===== src/rtl/cfd_pkg.sv =====
// Shared types, constants and the CRC byte update of the CRC-16 frame deframer.
`default_nettype none

package cfd_pkg;

  localparam int HdrBytes = 5;

  localparam logic [2:0] PhHunt    = 3'd0;
  localparam logic [2:0] PhSeenAa  = 3'd1;
  localparam logic [2:0] PhHeader  = 3'd2;
  localparam logic [2:0] PhPayload = 3'd3;
  localparam logic [2:0] PhCrcHi   = 3'd4;
  localparam logic [2:0] PhCrcLo   = 3'd5;

  localparam logic [7:0]  MagicFirst      = 8'hAA;
  localparam logic [7:0]  MagicSecond     = 8'h55;
  localparam logic [15:0] CrcInit         = 16'hFFFF;
  localparam logic [15:0] CrcPoly         = 16'hA001;
  localparam logic [31:0] MaxPayloadReset = 32'h4000_0000;

  typedef logic [HdrBytes-1:0][7:0] hdr_t;

  typedef struct packed {
    logic [2:0]  phase;
    logic [2:0]  hdr_cnt;
    logic [31:0] left;
    logic [15:0] crc;
    logic [7:0]  crc_hi;
  } state_t;

  typedef struct packed {
    logic       valid;
    logic [7:0] out_byte;
    logic       is_payload;
    logic       frame_end;
    logic       crc_good;
  } result_t;

  function automatic logic [15:0] crc_byte(input logic [15:0] crc, input logic [7:0] b);
    logic [15:0] c;
    c = crc ^ {8'h00, b};
    for (int k = 0; k < 8; k++) begin
      c = c[0] ? ((c >> 1) ^ CrcPoly) : (c >> 1);
    end
    return c;
  endfunction

endpackage

`default_nettype wire


===== src/rtl/cfd_step.sv =====
// Next-state and result logic of the deframer for one received byte.
`default_nettype none

module cfd_step (
  input  cfd_pkg::state_t  state_i,
  input  cfd_pkg::hdr_t    hdr_i,
  input  logic [7:0]       data_byte_i,
  input  logic [31:0]      max_len_i,
  output cfd_pkg::state_t  state_o,
  output cfd_pkg::hdr_t    hdr_o,
  output cfd_pkg::result_t res_o
);

  logic [2:0]    cnt;
  cfd_pkg::hdr_t hdr_w;
  logic [31:0]   len;
  logic [31:0]   left_dec;
  logic [15:0]   crc_next;
  logic          found;
  logic [1:0]    idx;

  always_comb begin
    cnt = (state_i.hdr_cnt >= 3'(cfd_pkg::HdrBytes)) ? 3'd0 : state_i.hdr_cnt;
    hdr_w = hdr_i;
    hdr_w[cnt] = data_byte_i;
    len = {hdr_w[1], hdr_w[2], hdr_w[3], hdr_w[4]};
    left_dec = state_i.left - 32'd1;
    crc_next = cfd_pkg::crc_byte(state_i.crc, data_byte_i);

    found = 1'b0;
    idx = 2'd0;
    for (int i = 3; i >= 0; i--) begin
      if (hdr_w[i] == cfd_pkg::MagicFirst && hdr_w[i+1] == cfd_pkg::MagicSecond) begin
        found = 1'b1;
        idx = 2'(i);
      end
    end

    state_o = state_i;
    hdr_o = hdr_i;
    res_o = '0;

    case (state_i.phase)
      cfd_pkg::PhSeenAa: begin
        if (data_byte_i == cfd_pkg::MagicSecond) begin
          state_o.hdr_cnt = 3'd0;
          state_o.phase = cfd_pkg::PhHeader;
        end else if (data_byte_i != cfd_pkg::MagicFirst) begin
          state_o.phase = cfd_pkg::PhHunt;
        end
      end
      cfd_pkg::PhHeader: begin
        hdr_o = hdr_w;
        if (cnt != 3'(cfd_pkg::HdrBytes - 1)) begin
          state_o.hdr_cnt = cnt + 3'd1;
        end else if (len > max_len_i) begin
          // The magic is dropped and the stored header is searched again.
          if (found) begin
            case (idx)
              2'd0: begin
                hdr_o[0] = hdr_w[2];
                hdr_o[1] = hdr_w[3];
                hdr_o[2] = hdr_w[4];
              end
              2'd1: begin
                hdr_o[0] = hdr_w[3];
                hdr_o[1] = hdr_w[4];
              end
              2'd2: hdr_o[0] = hdr_w[4];
              default: hdr_o = hdr_w;
            endcase
            state_o.hdr_cnt = 3'd3 - {1'b0, idx};
            state_o.phase = cfd_pkg::PhHeader;
          end else begin
            state_o.hdr_cnt = 3'd0;
            state_o.phase = (hdr_w[4] == cfd_pkg::MagicFirst) ? cfd_pkg::PhSeenAa
                                                              : cfd_pkg::PhHunt;
          end
        end else begin
          state_o.hdr_cnt = 3'd0;
          state_o.crc = cfd_pkg::CrcInit;
          state_o.left = len;
          state_o.phase = (len == 32'd0) ? cfd_pkg::PhCrcHi : cfd_pkg::PhPayload;
        end
      end
      cfd_pkg::PhPayload: begin
        state_o.crc = crc_next;
        state_o.left = left_dec;
        if (left_dec == 32'd0) begin
          state_o.phase = cfd_pkg::PhCrcHi;
        end
        res_o.valid = 1'b1;
        res_o.out_byte = data_byte_i;
        res_o.is_payload = 1'b1;
      end
      cfd_pkg::PhCrcHi: begin
        state_o.crc_hi = data_byte_i;
        state_o.phase = cfd_pkg::PhCrcLo;
      end
      cfd_pkg::PhCrcLo: begin
        res_o.valid = 1'b1;
        res_o.frame_end = 1'b1;
        res_o.crc_good = ({state_i.crc_hi, data_byte_i} == state_i.crc);
        state_o.phase = cfd_pkg::PhHunt;
        state_o.crc = cfd_pkg::CrcInit;
      end
      default: begin
        state_o.phase = (data_byte_i == cfd_pkg::MagicFirst) ? cfd_pkg::PhSeenAa
                                                             : cfd_pkg::PhHunt;
      end
    endcase
  end

endmodule

`default_nettype wire


===== src/rtl/crc16_frame_deframer.sv =====
// Top level of the CRC-16 length-prefixed frame deframer.
// The deframer takes one byte per cycle and gives at most one result per byte: each
// payload byte as it arrives, and an end result with the CRC verdict after the second
// CRC byte. A byte passes an input register, the header, length and CRC-16 update logic,
// and a result register. Its result enters the result register when the byte leaves
// the input register, and from there the result can leave downstream. A new byte is taken
// every cycle; the input stalls only while the result register holds a request that
// downstream stalls. Payload leaves before its check, so downstream must discard a
// frame whose end result shows a bad CRC. The limit on the payload length may be
// written at any time the deframer is idle.
`default_nettype none

module crc16_frame_deframer (
  input  logic        clk_i,
  input  logic        rst_ni,
  input  logic        in_valid_i,
  output logic        in_stall_o,
  input  logic [7:0]  data_byte_i,
  output logic        out_valid_o,
  input  logic        out_stall_i,
  output logic [7:0]  out_byte_o,
  output logic        is_payload_o,
  output logic        frame_end_o,
  output logic        crc_good_o,
  input  logic        cfg_valid_i,
  output logic        cfg_ready_o,
  input  logic [31:0] cfg_max_payload_length_i
);

  logic             in_valid_q;
  logic [7:0]       in_byte_q;
  logic [31:0]      max_len_q;
  cfd_pkg::state_t  state_q;
  cfd_pkg::state_t  state_d;
  cfd_pkg::hdr_t    hdr_q;
  cfd_pkg::hdr_t    hdr_d;
  cfd_pkg::result_t res_d;
  logic             out_valid_q;
  logic [7:0]       out_byte_q;
  logic             is_payload_q;
  logic             frame_end_q;
  logic             crc_good_q;
  logic             out_free;
  logic             adv;
  logic             take;

  assign out_free    = !out_valid_q || !out_stall_i;
  assign adv         = in_valid_q && out_free;
  assign in_stall_o  = in_valid_q && !out_free;
  assign take        = in_valid_i && !in_stall_o;
  assign cfg_ready_o = 1'b1;

  cfd_step u_step (
    .state_i     (state_q),
    .hdr_i       (hdr_q),
    .data_byte_i (in_byte_q),
    .max_len_i   (max_len_q),
    .state_o     (state_d),
    .hdr_o       (hdr_d),
    .res_o       (res_d)
  );

  always_ff @(posedge clk_i or negedge rst_ni) begin
    if (!rst_ni) begin
      in_valid_q     <= 1'b0;
      out_valid_q    <= 1'b0;
      max_len_q      <= cfd_pkg::MaxPayloadReset;
      state_q.phase  <= cfd_pkg::PhHunt;
      state_q.hdr_cnt <= 3'd0;
      state_q.left   <= 32'd0;
      state_q.crc    <= cfd_pkg::CrcInit;
      state_q.crc_hi <= 8'd0;
    end else begin
      if (take) begin
        in_valid_q <= 1'b1;
      end else if (adv) begin
        in_valid_q <= 1'b0;
      end
      if (out_free) begin
        out_valid_q <= adv && res_d.valid;
      end
      if (adv) begin
        state_q <= state_d;
      end
      if (cfg_valid_i && cfg_ready_o) begin
        max_len_q <= cfg_max_payload_length_i;
      end
    end
  end

  always_ff @(posedge clk_i) begin
    if (take) begin
      in_byte_q <= data_byte_i;
    end
    if (adv) begin
      hdr_q <= hdr_d;
    end
    if (adv && res_d.valid && out_free) begin
      out_byte_q   <= res_d.out_byte;
      is_payload_q <= res_d.is_payload;
      frame_end_q  <= res_d.frame_end;
      crc_good_q   <= res_d.crc_good;
    end
  end

  assign out_valid_o  = out_valid_q;
  assign out_byte_o   = out_byte_q;
  assign is_payload_o = is_payload_q;
  assign frame_end_o  = frame_end_q;
  assign crc_good_o   = crc_good_q;

endmodule

`default_nettype wire


===== config.mk =====
export PLATFORM = sky130hd
export DESIGN_NAME = crc16_frame_deframer
export DESIGN_NICKNAME = d
export VERILOG_FILES = /design/src/rtl/cfd_pkg.sv /design/src/rtl/cfd_step.sv /design/src/rtl/crc16_frame_deframer.sv
export SDC_FILE = /design/constraint.sdc
export NUM_CORES = 1
export LEC_CHECK = 0
export BUFFER_PORTS_ARGS = -buffer_cell sky130_fd_sc_hd__buf_2
export CORE_ASPECT_RATIO = 1.75
export CORE_MARGIN = 4
export CORE_UTILIZATION = 60
export CTS_CLUSTER_SIZE = 16
export DETAILED_ROUTE_END_ITERATION = 7
export GPL_ROUTABILITY_DRIVEN = 0
export HOLD_SLACK_MARGIN = 0.08
export MAX_ROUTING_LAYER = met4
export PLACE_DENSITY_LB_ADDON = 0.08
export SYNTH_ARGS = -nofsm -noshare
export SYNTH_HDL_FRONTEND = slang
export SYNTH_SLANG_ARGS = --single-unit
export TNS_END_PERCENT = 20

===== constraint.sdc =====
create_clock -name clk_i -period 5.2 [get_ports clk_i]
set_input_delay 1.04 -clock clk_i [delete_from_list [all_inputs] [get_ports clk_i]]
set_output_delay 1.04 -clock clk_i [all_outputs]
set_load 0.01 [all_outputs]

==> flow_metrics.py <==
metrics = {
    "setup_path": {
        "critical_path.max_fanout": 12,
        "cp_slowest_stage_delay_ns": 0.65,
        "crit_start": "state_q[58]$_DFFE_PN0P_",
        "path_class": "reg -> reg",
        "slowest_stage": "a2111oi_0",
        "worst_path_dominant_cell_family": "compound AO/OA/AOI/OAI gates",
        "crit_path_end_kind": "flop",
        "timing.critical_path.arrival_ns": 5.05,
        "crit_chain": "nor3b_4 -> buf_4 -> mux2i_1 -> inv_1 -> ha_1 -> nor2b_1 -> o211ai_1 -> a2111oi_0 -> o31ai_1 -> a21o_1 -> or2_1 -> mux2_1",
        "crit-reg2reg-launch": "state_q[58]$_DFFE_PN0P_",
        "timing.critical_path.from_type": "flop",
        "cp.buffers_inverters": 2,
        "timing.critical_path.required_ns": 5.39,
    },
    "floorplanning": {
        "design.portCount": 59,
        "core_area_um2": 16400,
        "placement_rows": 62,
        "initial_core_util_pct": 60.8,
        "die_x_um": 105,
        "die_h_um": 178,
        "die_area_um2": 18800,
    },
    "pwr": {
        "peakVddDrop_mv": 0.260,
        "p_per_area_nw_per_um2": 557,
        "power.leakage_nw": 4.54,
        "power_total_mw": 6.17,
    },
    "logic_synthesis": {
        "synth-seq-area-share_pct": 42.1,
        "ys.flop_type": "dfrtp_1",
        "mappedNetlistNets": 1114,
        "yosysWarningCount": 0,
        "synth_cell_types": 84,
        "synth_edf_count": 59,
        "post_synth_main_area_contributors": "dfrtp_1, edfxtp_1, mux2i_1",
        "gate_count_of_the_mapped_netlist": 1029,
        "yosys_register_bits": 155,
        "syn_avg_cell_area_um2": 9.68,
        "syn_area_um2": 9960,
        "synth_largest_type_area_fraction_pct": 19.9,
        "synth.largest_area_cell": "dfrtp_1",
        "ys_async_rst_share_pct": 61.9,
    },
    "clock_tree": {
        "cts_made_buffers": 17,
        "cts.reportedPaths.clkPinSlew_ns": 0.07,
        "root_buffer": "clkbuf_16",
        "tritoncts_clock_tree": "done",
        "cts-root-to-sink-buffers": 2,
        "cts-htree-levels": 4,
        "worst_skew_pair.late_latency_ns": 0.44,
        "clock_sink_count": 155,
    },
    "timing": {
        "finalSetupTns_ns": 0,
        "setup_viol": 0,
        "timing.final.crit_share_pct": 93.5,
        "worst-slew-pin-transition_ns": 1.20,
        "layout_min_cycle_time_ns": 4.86,
        "fin_ws_ns": 0.337,
        "timing_hold_violations_final": 0,
        "fin_skew_ns": 0.0133,
        "max_freq_mhz": 206,
        "unrepaired_setup_endpoints_after_global_routing": "false",
        "slew_headroom_pct": 20.0,
        "slew_viol_final": 0,
    },
    "placed_design": {
        "dp_worst_setup_slack_ns": 0.240,
        "io_buffer_count": 57,
        "place.detailed.instances": 1269,
        "detailed_placement_wirelength_estimate_um": 21100,
    },
    "grt": {
        "grt_most_used_layer": "met2",
        "global_route.usage.met1_pct": 36.9,
        "vias_in_the_first_global_route": 8239,
        "grt_pass1_wl_um": 45700,
        "pin_count_of_the_biggest_net_entering_global_routing": 70,
        "initial_antenna_violation_count": 0,
        "groute.layer.met3.usage_pct": 6.12,
        "grt.met2_usage_pct": 54.4,
        "grt.total_usage_pct": 33.1,
        "grt_remaining_overflow": 0,
    },
    "routing": {
        "first_pass_iters": 7,
        "postRouteAntennaNets": 0,
        "initialDrtViolationCount": 867,
        "wl_per_cell_um": 22.4,
        "detail_route.drc_violations": 0,
        "route.vias.total": 8537,
        "vias_per_cell": 6.55,
        "wl_um": 29200,
    },
    "run_status": {
        "outcome": "finished clean",
    },
    "layout": {
        "final_common_cell": "nand2_1",
        "nets": 1152,
        "post_route_cells_drive_above_1_share_pct": 18.1,
        "antenna-diode-count": 0,
        "fin_util_pct": 67.7,
        "layout.cells.most_common_list": "nand2_1, dfrtp_1, inv_1",
        "layout.cells.non_filler": 1304,
        "synthToLayoutAreaGrowth_pct": 11.3,
    },
    "job": {
        "drv.max_cap_violation_count": 0,
    },
    "hold_path": {
        "timing.hold.worst.class": "reg -> reg",
        "worstHoldStart": "state_q[11]$_DFFE_PN1P_",
    },
}
final timing paths:
kind,to,cells past startpoint,slack (ns)
worst max-delay path,hdr_q[21]$_DFFE_PP_,12,0.34
worst min-delay path,state_q[11]$_DFFE_PN1P_,2,0.48
worst max register to register,hdr_q[21]$_DFFE_PP_,12,0.34
worst min register to register,state_q[11]$_DFFE_PN1P_,2,0.48
max in group asynchronous,max_len_q[22]$_DFFE_PN0P_,2,3.58
min in group asynchronous,in_valid_q$_DFFE_PN0P_,1,0.73
worst min-delay path, stage by stage, from the launching register on:
cell	delay, ns
dfstp_2	0.38
inv_1	0.04
mux2i_1	0.05
final cells by class:
type                       count  area, um^2
timing repair buffer          85         523
clock inverter                13         168
sequential                   155        4200
clock buffer                  19         433
inverter                      73         274
fill                        1337        5290
tap                          224         280
multi-input combinational    735        5200
flip-flops by register name (all words and copies together), names as in the netlist:
register	flops
out_valid_o	1
out_byte_o	8
state_q	62
in_byte_q	8
hdr_q	40
frame_end_o	1
in_valid_q	1
max_len_q	32
is_payload_o	1
crc_good_o	1
per-stage QoR:
step                      hold slack (ns)  instance area, um^2
final                               0.477                11100
after floorplan                     0.456                 9960
after detailed placement            0.474                10400
after global routing                0.496                11100
after CTS                           0.481                11000
after global placement              0.463                10400
cell families (layout without fill, tap and decap cells):
family	count (synthesis)	in the layout	synth area share, %
simple gates	321	321	17.5
fa+ha+maj	40	40	5.03
compound gates	247	247	16.7
mux	96	96	10.1
buf+inv	139	190	5.77
flops	155	155	42.1
other cells	1	1	0.0377
xor+xnor	30	30	2.78
per-layer routing:
metal / wire length (um) / part of all wire, %
met2: 14200 / 49
met1: 10700 / 37
met4: 2250 / 7.7
met3: 2060 / 7.0
met5: 0 / 0
timing repair:
item,CTS,global route
endpoints found under the setup margin,0,47
resized for setup,0,3
hold buffers,0,0
endpoints found under the hold margin,0,0
setup buffers,0,3
cells in the mapped netlist (3+ instances only):
| library cell | n |
|---|---|
| a211o_1 | 3 |
| a211oi_1 | 9 |
| a21o_1 | 6 |
| a21oi_1 | 41 |
| a22o_1 | 16 |
| a22oi_1 | 12 |
| a31oi_1 | 14 |
| and2_1 | 4 |
| and3_1 | 11 |
| and4_1 | 6 |
| buf_2 | 12 |
| buf_6 | 4 |
| clkbuf_1 | 46 |
| dfrtp_1 | 79 |
| dfstp_2 | 17 |
| edfxtp_1 | 59 |
| ha_1 | 40 |
| inv_1 | 73 |
| mux2_2 | 34 |
| mux2i_1 | 61 |
| nand2_1 | 100 |
| nand2b_1 | 5 |
| nand3_1 | 32 |
| nand3b_1 | 6 |
| nand4_1 | 17 |
| nor2_1 | 46 |
| nor2b_1 | 7 |
| nor3_1 | 15 |
| nor3b_1 | 4 |
| nor4_1 | 11 |
| nor4bb_1 | 3 |
| o2111ai_1 | 4 |
| o211ai_1 | 8 |
| o21a_1 | 3 |
| o21ai_0 | 65 |
| o22ai_1 | 17 |
| o2bb2ai_1 | 4 |
| o31ai_1 | 8 |
| o32ai_1 | 12 |
| or2_2 | 5 |
| or3_1 | 13 |
| or4_1 | 15 |
| xnor2_1 | 25 |
| xor2_1 | 4 |
report_power, final:
part           internal (mW)  switching (mW)
Sequential              1.71           0.407
Combinational           1.11            1.66
Clock                  0.757           0.523
Total                   3.58            2.59
Power figures use the tool's default switching activity.
